==> src/rtl/uer_pkg.sv <==
`timescale 1ns / 1ps
`default_nettype none

package uer_pkg;

    typedef enum logic [2:0] {
        PH_IDLE   = 3'b001,
        PH_BURST  = 3'b010,
        PH_LISTEN = 3'b100
    } t_phase;

    typedef logic [1:0] t_cfg_idx;

    localparam t_cfg_idx CFG_HALF_PERIOD = 2'd0;
    localparam t_cfg_idx CFG_BURST_LEN   = 2'd1;
    localparam t_cfg_idx CFG_OFFSET      = 2'd2;

    localparam int CFG_DATA_BITS = 8;
    localparam int DIST_BITS     = 10;

    localparam logic [7:0] RST_HALF_PERIOD = 8'd12;
    localparam logic [3:0] RST_BURST_LEN   = 4'd8;
    localparam logic [3:0] RST_OFFSET      = 4'd3;

    localparam logic [DIST_BITS-1:0] OVER_CODE  = 10'd999;
    localparam logic [DIST_BITS:0]   DIST_LIMIT = 11'd998;

    // running remainder of (count/10)*17 modulo 100
    localparam logic [7:0] REM_STEP   = 8'd17;
    localparam logic [7:0] REM_BASE   = 8'd100;
    localparam logic [3:0] DIGIT_LAST = 4'd9;
    localparam logic [4:0] DEC_TEN    = 5'd10;
    localparam logic [4:0] DEC_TWENTY = 5'd20;

    typedef struct packed {
        logic [7:0] half_period;
        logic [3:0] burst_len;
        logic [3:0] offset;
    } t_cfg;

    typedef struct packed {
        logic                 tx_level;
        logic                 done_res;
        logic [DIST_BITS-1:0] distance_value;
        logic                 over_range;
        logic [3:0]           digit_hundreds;
        logic [3:0]           digit_tens;
        logic [3:0]           digit_units;
    } t_result;

endpackage

`default_nettype wire

==> src/rtl/uer_core.sv <==
`timescale 1ns / 1ps
`default_nettype none

module uer_core #(
    parameter int COUNT_BITS = 16
) (
    input  wire               i_clk,
    input  wire               i_rst_n,
    input  wire               i_step,
    input  wire               i_start,
    input  wire               i_echo,
    input  uer_pkg::t_cfg     i_cfg,
    output uer_pkg::t_result  o_res
);

    uer_pkg::t_phase r_phase, n_phase;
    logic [3:0]            r_pulse_cnt, n_pulse_cnt;
    logic [7:0]            r_half_cnt, n_half_cnt;
    logic [COUNT_BITS-1:0] r_echo_cnt, n_echo_cnt;
    logic                  r_tx, n_tx;
    // distance base tracked as the echo count grows: mod-10 tick count,
    // remainder modulo 100, binary value, decimal digits, saturation flag
    logic [3:0]            r_mod10, n_mod10;
    logic [6:0]            r_rem, n_rem;
    logic [uer_pkg::DIST_BITS-1:0] r_base, n_base;
    logic [3:0]            r_base_h, n_base_h;
    logic [3:0]            r_base_t, n_base_t;
    logic [3:0]            r_base_u, n_base_u;
    logic                  r_big, n_big;
    logic [uer_pkg::DIST_BITS-1:0] r_dist, n_dist;
    logic                  r_over, n_over;
    logic [3:0]            r_dig_h, n_dig_h;
    logic [3:0]            r_dig_t, n_dig_t;
    logic [3:0]            r_dig_u, n_dig_u;
    logic                  n_done;

    logic [uer_pkg::DIST_BITS:0] fin_sum;
    logic                        fin_over;
    logic [4:0]                  u_sum;
    logic [3:0]                  fin_u;
    logic [1:0]                  u_carry;
    logic [4:0]                  t_sum;
    logic [3:0]                  fin_t;
    logic                        t_carry;
    logic [3:0]                  fin_h;
    logic [7:0]                  rem_sum;
    logic [4:0]                  pulse_next;

    // finished distance from the current base plus offset, in binary and decimal
    always_comb begin
        fin_sum  = {1'b0, r_base} + {{(uer_pkg::DIST_BITS-3){1'b0}}, i_cfg.offset};
        fin_over = r_big || (fin_sum > uer_pkg::DIST_LIMIT);
        u_sum    = {1'b0, r_base_u} + {1'b0, i_cfg.offset};
        if (u_sum >= uer_pkg::DEC_TWENTY) begin
            fin_u   = 4'(u_sum - uer_pkg::DEC_TWENTY);
            u_carry = 2'd2;
        end else if (u_sum >= uer_pkg::DEC_TEN) begin
            fin_u   = 4'(u_sum - uer_pkg::DEC_TEN);
            u_carry = 2'd1;
        end else begin
            fin_u   = u_sum[3:0];
            u_carry = 2'd0;
        end
        t_sum = {1'b0, r_base_t} + {3'd0, u_carry};
        if (t_sum >= uer_pkg::DEC_TEN) begin
            fin_t   = 4'(t_sum - uer_pkg::DEC_TEN);
            t_carry = 1'b1;
        end else begin
            fin_t   = t_sum[3:0];
            t_carry = 1'b0;
        end
        fin_h = r_base_h + {3'd0, t_carry};
    end

    always_comb begin
        n_phase     = r_phase;
        n_pulse_cnt = r_pulse_cnt;
        n_half_cnt  = r_half_cnt;
        n_echo_cnt  = r_echo_cnt;
        n_tx        = r_tx;
        n_mod10     = r_mod10;
        n_rem       = r_rem;
        n_base      = r_base;
        n_base_h    = r_base_h;
        n_base_t    = r_base_t;
        n_base_u    = r_base_u;
        n_big       = r_big;
        n_dist      = r_dist;
        n_over      = r_over;
        n_dig_h     = r_dig_h;
        n_dig_t     = r_dig_t;
        n_dig_u     = r_dig_u;
        n_done      = 1'b0;
        rem_sum     = {1'b0, r_rem} + uer_pkg::REM_STEP;
        pulse_next  = {1'b0, r_pulse_cnt} + 5'd1;

        case (r_phase)
            uer_pkg::PH_IDLE: begin
                if (i_start) begin
                    n_phase     = uer_pkg::PH_BURST;
                    n_tx        = 1'b1;
                    n_half_cnt  = 8'd1;
                    n_pulse_cnt = 4'd0;
                end
            end
            uer_pkg::PH_BURST: begin
                if (r_half_cnt >= i_cfg.half_period) begin
                    n_half_cnt = 8'd1;
                    if (r_tx) begin
                        n_tx = 1'b0;
                    end else if (pulse_next >= {1'b0, i_cfg.burst_len}) begin
                        n_phase     = uer_pkg::PH_LISTEN;
                        n_pulse_cnt = 4'd0;
                        n_half_cnt  = 8'd0;
                        n_echo_cnt  = '0;
                        n_mod10     = 4'd0;
                        n_rem       = 7'd0;
                        n_base      = '0;
                        n_base_h    = 4'd0;
                        n_base_t    = 4'd0;
                        n_base_u    = 4'd0;
                        n_big       = 1'b0;
                    end else begin
                        n_pulse_cnt = pulse_next[3:0];
                        n_tx        = 1'b1;
                    end
                end else begin
                    n_half_cnt = r_half_cnt + 8'd1;
                end
            end
            uer_pkg::PH_LISTEN: begin
                if (!i_echo) begin
                    n_phase = uer_pkg::PH_IDLE;
                    n_done  = 1'b1;
                    n_over  = fin_over;
                    if (fin_over) begin
                        n_dist  = uer_pkg::OVER_CODE;
                        n_dig_h = uer_pkg::DIGIT_LAST;
                        n_dig_t = uer_pkg::DIGIT_LAST;
                        n_dig_u = uer_pkg::DIGIT_LAST;
                    end else begin
                        n_dist  = fin_sum[uer_pkg::DIST_BITS-1:0];
                        n_dig_h = fin_h;
                        n_dig_t = fin_t;
                        n_dig_u = fin_u;
                    end
                end else if (&r_echo_cnt) begin
                    // counter wraps before the echo line falls
                    n_echo_cnt = '0;
                    n_phase    = uer_pkg::PH_IDLE;
                    n_done     = 1'b1;
                    n_over     = 1'b1;
                    n_dist     = uer_pkg::OVER_CODE;
                    n_dig_h    = uer_pkg::DIGIT_LAST;
                    n_dig_t    = uer_pkg::DIGIT_LAST;
                    n_dig_u    = uer_pkg::DIGIT_LAST;
                end else begin
                    n_echo_cnt = r_echo_cnt + 1'b1;
                    if (r_mod10 == uer_pkg::DIGIT_LAST) begin
                        n_mod10 = 4'd0;
                        if (rem_sum >= uer_pkg::REM_BASE) begin
                            n_rem = 7'(rem_sum - uer_pkg::REM_BASE);
                            // advance the base by one, saturate past 999
                            if (!r_big) begin
                                if (r_base == uer_pkg::OVER_CODE) begin
                                    n_big = 1'b1;
                                end else begin
                                    n_base = r_base + 1'b1;
                                    if (r_base_u == uer_pkg::DIGIT_LAST) begin
                                        n_base_u = 4'd0;
                                        if (r_base_t == uer_pkg::DIGIT_LAST) begin
                                            n_base_t = 4'd0;
                                            n_base_h = r_base_h + 4'd1;
                                        end else begin
                                            n_base_t = r_base_t + 4'd1;
                                        end
                                    end else begin
                                        n_base_u = r_base_u + 4'd1;
                                    end
                                end
                            end
                        end else begin
                            n_rem = rem_sum[6:0];
                        end
                    end else begin
                        n_mod10 = r_mod10 + 4'd1;
                    end
                end
            end
            default: begin
                n_phase = uer_pkg::PH_IDLE;
                n_tx    = 1'b0;
            end
        endcase
    end

    always_ff @(posedge i_clk) begin
        if (!i_rst_n) begin
            r_phase     <= uer_pkg::PH_IDLE;
            r_pulse_cnt <= 4'd0;
            r_half_cnt  <= 8'd0;
            r_echo_cnt  <= '0;
            r_tx        <= 1'b0;
            r_mod10     <= 4'd0;
            r_rem       <= 7'd0;
            r_base      <= '0;
            r_base_h    <= 4'd0;
            r_base_t    <= 4'd0;
            r_base_u    <= 4'd0;
            r_big       <= 1'b0;
            r_dist      <= '0;
            r_over      <= 1'b0;
            r_dig_h     <= 4'd0;
            r_dig_t     <= 4'd0;
            r_dig_u     <= 4'd0;
        end else if (i_step) begin
            r_phase     <= n_phase;
            r_pulse_cnt <= n_pulse_cnt;
            r_half_cnt  <= n_half_cnt;
            r_echo_cnt  <= n_echo_cnt;
            r_tx        <= n_tx;
            r_mod10     <= n_mod10;
            r_rem       <= n_rem;
            r_base      <= n_base;
            r_base_h    <= n_base_h;
            r_base_t    <= n_base_t;
            r_base_u    <= n_base_u;
            r_big       <= n_big;
            r_dist      <= n_dist;
            r_over      <= n_over;
            r_dig_h     <= n_dig_h;
            r_dig_t     <= n_dig_t;
            r_dig_u     <= n_dig_u;
        end
    end

    always_comb begin
        o_res.tx_level       = n_tx;
        o_res.done_res       = n_done;
        o_res.distance_value = n_dist;
        o_res.over_range     = n_over;
        o_res.digit_hundreds = n_dig_h;
        o_res.digit_tens     = n_dig_t;
        o_res.digit_units    = n_dig_u;
    end

endmodule

`default_nettype wire

==> src/rtl/ultrasonic_echo_ranger_unit.sv <==
// An accepted input word gives its result word in the cycle after.
// Throughput: one word per cycle while the output is not stalled; the tick
// update and distance finish are short logic between state and output registers.
// Reset (synchronous, active low): idle, counters and held distance zero,
// configuration back to half period 12, burst 8, offset 3, no output word.
`timescale 1ns / 1ps
`default_nettype none

module ultrasonic_echo_ranger_unit #(
    parameter int COUNT_BITS = 16
) (
    input  wire        i_clk,
    input  wire        i_rst_n,
    input  wire        i_cfg_we,
    input  wire [1:0]  i_cfg_idx,
    input  wire [7:0]  i_cfg_data,
    input  wire        s_axis_tvalid,
    output logic       s_axis_tready,
    // [0] start_req, [1] echo_line, [7:2] zero
    input  wire [7:0]  s_axis_tdata,
    output logic       m_axis_tvalid,
    input  wire        m_axis_tready,
    // [0] tx_level, [1] done_res, [11:2] distance_value, [12] over_range,
    // [16:13] digit_hundreds, [20:17] digit_tens, [24:21] digit_units, [31:25] zero
    output logic [31:0] m_axis_tdata
);

    uer_pkg::t_cfg    r_cfg;
    uer_pkg::t_result core_res;
    uer_pkg::t_result r_out;
    logic             r_out_valid;
    logic             step;

    assign s_axis_tready = !r_out_valid || m_axis_tready;
    assign step          = s_axis_tvalid && s_axis_tready;

    always_ff @(posedge i_clk) begin
        if (!i_rst_n) begin
            r_cfg.half_period <= uer_pkg::RST_HALF_PERIOD;
            r_cfg.burst_len   <= uer_pkg::RST_BURST_LEN;
            r_cfg.offset      <= uer_pkg::RST_OFFSET;
        end else if (i_cfg_we) begin
            case (i_cfg_idx)
                uer_pkg::CFG_HALF_PERIOD: r_cfg.half_period <= i_cfg_data;
                uer_pkg::CFG_BURST_LEN:   r_cfg.burst_len   <= i_cfg_data[3:0];
                uer_pkg::CFG_OFFSET:      r_cfg.offset      <= i_cfg_data[3:0];
                default: begin
                end
            endcase
        end
    end

    uer_core #(
        .COUNT_BITS(COUNT_BITS)
    ) u_core (
        .i_clk   (i_clk),
        .i_rst_n (i_rst_n),
        .i_step  (step),
        .i_start (s_axis_tdata[0]),
        .i_echo  (s_axis_tdata[1]),
        .i_cfg   (r_cfg),
        .o_res   (core_res)
    );

    always_ff @(posedge i_clk) begin
        if (!i_rst_n) begin
            r_out_valid <= 1'b0;
        end else if (step) begin
            r_out_valid <= 1'b1;
        end else if (m_axis_tready) begin
            r_out_valid <= 1'b0;
        end
    end

    // hold the word until taken
    always_ff @(posedge i_clk) begin
        if (step) begin
            r_out <= core_res;
        end
    end

    assign m_axis_tvalid = r_out_valid;
    assign m_axis_tdata  = {7'd0, r_out.digit_units, r_out.digit_tens,
                            r_out.digit_hundreds, r_out.over_range,
                            r_out.distance_value, r_out.done_res, r_out.tx_level};

endmodule

`default_nettype wire

==> config.mk <==
export PLATFORM = sky130hd
export DESIGN_NAME = ultrasonic_echo_ranger_unit
export DESIGN_NICKNAME = d
export VERILOG_FILES = /design/src/rtl/uer_pkg.sv /design/src/rtl/uer_core.sv /design/src/rtl/ultrasonic_echo_ranger_unit.sv
export SDC_FILE = /design/constraint.sdc
export NUM_CORES = 1
export LEC_CHECK = 0
export ABC_AREA = 1
export BUFFER_PORTS_ARGS = -buffer_cell sky130_fd_sc_hd__buf_2
export CAP_MARGIN = 20
export CELL_PAD_IN_SITES_DETAIL_PLACEMENT = 1
export CELL_PAD_IN_SITES_GLOBAL_PLACEMENT = 1
export CORE_MARGIN = 1
export CORE_UTILIZATION = 30
export DETAILED_ROUTE_END_ITERATION = 10
export PLACE_DENSITY = 0.59
export SLEW_MARGIN = 30
export SYNTH_ARGS = -nofsm -noshare
export SYNTH_HDL_FRONTEND = slang
export SYNTH_SLANG_ARGS = --single-unit
==> constraint.sdc <==
create_clock -name i_clk -period 7.9 [get_ports i_clk]
set_input_delay 1.185 -clock i_clk [delete_from_list [all_inputs] [get_ports i_clk]]
set_output_delay 1.185 -clock i_clk [all_outputs]
set_load 0.05 [all_outputs]
==> results.cfg <==
[route]
drt_first_iter_violations = 216
post_drt_wl_per_cell_um = 13.9
via_per_inst = 4.66
antenna_left = 0
vias = 6722
detail_route.first_pass.iterations = 4
wl_mm = 20.1
drc = 0

[global_route]
grt_overflow = 0
antenna_found_initial = 0
grt_pass1_vias = 6764
grt_use_total_pct = 15.9
grt_max_degree = 76
grt_pass1_wl_mm = 33.8

[die]
rows = 59
start_util_pct = 30.4
core_um2 = 26000
io_pins = 57
fp.dieW_um = 164
die_area_um2 = 27000
die_y_um = 164

[final_layout]
final.fill_count = 3242
fin_cells = 1441
multi_input_area_um2 = 4250
drive_gt1_share_pct = 13.1
nets = 1160
areaGrowthSynthToFinish_pct = 12.9
fin_area_um2 = 8920
insertedDiodeCount = 0
register_area_um2 = 2870

[synthesis]
synth_top_area_cell = dfxtp_1
syn-instance-count = 1060
netlist_area_um2 = 7900
ys_ff_latch = 131
synth_area_leaders = dfxtp_1, nand2_1, edfxtp_1
avgSynthCellArea_um2 = 7.46
yosysTopAreaCellShare_pct = 26.9
synth_warnings = 0
ys_dominant_reg_cell = dfxtp_1
ys_seq_area_share_pct = 36.4
yosys.cell_types.count = 58
synth_edf_count = 25
synth_async_sr_flop_share_pct = 0

[place]
port_buffers = 43
post-dp-hpwl_mm = 14.6
placed_area_um2 = 8340
place_ws_ns = 3.30
placed_cells = 1409
place.gp.congestion = 0.789

[clocking]
cts-root-buf = clkbuf_16
clock_path_buffers = 2
postCtsHoldBufs = 0
cts.sinks = 131
postCtsResizedCells = 0
cts_tree = yes
clkLatencyLatePin_ns = 0.43
cts-buffers-inserted = 17
htree_levels = 4
path_clk_slew_ns = 0.07
cts_setup_buffers = 0

[timing]
hold_viol = 0
grt_setup_unrepaired = false
fmax_ghz = 0.219
setup_tns_ns = 0
fin_crit_sh_pct = 57.7
finClkSkew_ns = 0.00970
setup_viol = 0
slew_headroom_pct = 45.9
period_minus_slack_ns = 4.56
setup_slack_ns = 3.34
finalMaxSlewViolations = 0
max_slew.worst_pin.slew_ns = 0.812

[min_path]
hold_path_depth = 2
hold_class = reg2reg

[critical_path]
cp_slowest_stage_delay_ns = 0.46
startpoint_type = flip-flop
path_common_cell = nand2_1
arrival_ns = 4.75
crit_path_top_delay_cell = fa_1
worstPathRequired_ns = 8.09
crit_path_end_kind = flip-flop
crit_fanout = 7
rr_worst_depth = 28
path_class = reg2reg

[status]
status = finished clean

[pwr]
peakVddDrop_mv = 0.136
power-per-cell-area_nw_per_um2 = 198
power.leakage_nw = 4.05
total_power_w = 0.00177

[job]
cap_violations = 0
==> cells in the mapped netlist (3+ instances only) <==
| cell | number |
|---|---|
| o21ai_1 | 4 |
| nand3_4 | 5 |
| inv_1 | 139 |
| nand2_1 | 222 |
| nor3_1 | 15 |
| buf_2 | 7 |
| nand2_2 | 4 |
| buf_6 | 3 |
| nand3b_1 | 11 |
| a21oi_1 | 60 |
| nand3_1 | 86 |
| clkbuf_1 | 16 |
| xor2_1 | 21 |
| inv_2 | 6 |
| dfxtp_1 | 106 |
| buf_4 | 9 |
| ha_1 | 41 |
| o211ai_1 | 3 |
| or2_2 | 6 |
| nand2_4 | 6 |
| fa_1 | 3 |
| nand4_1 | 23 |
| nor4_1 | 5 |
| nor2_1 | 110 |
| or2_1 | 5 |
| edfxtp_1 | 25 |
| o21ai_0 | 47 |
| a21oi_2 | 11 |
| nand3_2 | 13 |
| xnor2_1 | 9 |
==> logic make-up (layout without fill, tap and decap cells) <==
family	count (synthesis)	count (layout)	share of synthesized area (%)
adder cells (fa/ha/maj)	44	44	7.25
buffers and inverters	187	227	10.3
XOR/XNOR	30	30	3.32
flip-flops	131	131	36.4
other	1	7	0.0475
AND/OR/NAND/NOR	526	526	32.5
AO/OA/AOI/OAI	141	141	10.2
==> final cells by class <==
class | instances | area share [%]
multi-input combinational | 748 | 47.6
tap | 335 | 4.70
sequential | 131 | 32.2
clock buffer | 18 | 4.92
timing repair buffer | 47 | 2.75
inverter | 148 | 6.26
clock inverter | 14 | 1.57
==> critical path: cells and delay by family (launching register included) <==
| family | cells | cell delay, ns |
|---|---|---|
| adders and majority gates | 7 | 1.89 |
| and+or+nand+nor | 12 | 1.17 |
| xor gates and xnor gates | 2 | 0.42 |
| buffers and inverters | 6 | 0.40 |
| DFF | 1 | 0.38 |
| AOI/OAI and AO/OA | 1 | 0.09 |
==> routing by layer <==
metal	track usage, %	wire (um)	vias up
li1	-	-	3503
met1	20.8	10000	3141
met2	26.4	9380	63
met3	2.68	423	15
met4	4.88	232	0
met5	0	0	-
==> sequential cells by signal (all words and copies together), names as in the netlist <==
register,cells
m_axis_tdata,25
m_axis_tvalid,1
r_cfg,16
u_core.r_base,10
u_core.r_base_h,4
u_core.r_base_t,4
u_core.r_base_u,4
u_core.r_big,1
u_core.r_dig_h,4
u_core.r_dig_t,4
u_core.r_dig_u,4
u_core.r_dist,10
u_core.r_echo_cnt,16
u_core.r_half_cnt,8
u_core.r_mod10,4
u_core.r_over,1
u_core.r_phase,3
u_core.r_pulse_cnt,4
u_core.r_rem,7
u_core.r_tx,1
==> worst paths after layout <==
check / startpoint / end / slack (ns)
hold / removal: r_cfg[13] / r_cfg[13] / 0.46
setup / recovery: u_core.r_base_u[0] / m_axis_tdata[16] / 3.34
hold reg to reg: r_cfg[13] / r_cfg[13] / 0.46
setup reg to reg: u_core.r_base_u[0] / m_axis_tdata[16] / 3.34
==> metrics by stage <==
stage | hold WS, ns | utilization [%]
after floorplan | 0.435 | -
after global placement | 0.453 | 32.1
after detailed placement | 0.457 | 32.1
after CTS | 0.468 | 34.3
after global routing | 0.487 | 34.3
final | 0.462 | 34.3
==> cells in the final DEF (no fill, tap or decap), types with 3 or more instances in the layout <==
master / Yosys / routed
nand2_2: 4 / 4
xnor2_1: 9 / 9
inv_6: 0 / 6
a21oi_1: 60 / 60
o21ai_1: 4 / 4
nand4_1: 23 / 23
nand3_2: 13 / 13
a21oi_2: 11 / 10
fa_1: 3 / 3
clkbuf_16: 0 / 17
nor4_1: 5 / 5
nor2_1: 110 / 110
xor2_1: 21 / 21
conb_1: 1 / 7
ha_1: 41 / 41
o211ai_1: 3 / 3
nand3_1: 86 / 86
inv_1: 139 / 139
dfxtp_1: 106 / 106
nor3_1: 15 / 15
edfxtp_1: 25 / 25
nand3_4: 5 / 5
buf_2: 7 / 43
buf_4: 9 / 4
or2_2: 6 / 6
o21ai_0: 47 / 47
nand3b_1: 11 / 11
nand2_4: 6 / 6
or2_1: 5 / 5
nand2_1: 222 / 222
inv_2: 6 / 6
==> power by group <==
group          leakage, nW  internal (W)  switching, W
logic                 2.65     0.0000647      0.000168
registers             1.11      0.000717     0.0000214
clock network        0.283      0.000452      0.000347
total                 4.05       0.00123      0.000536
No activity file was read; power rests on OpenSTA's default activity.
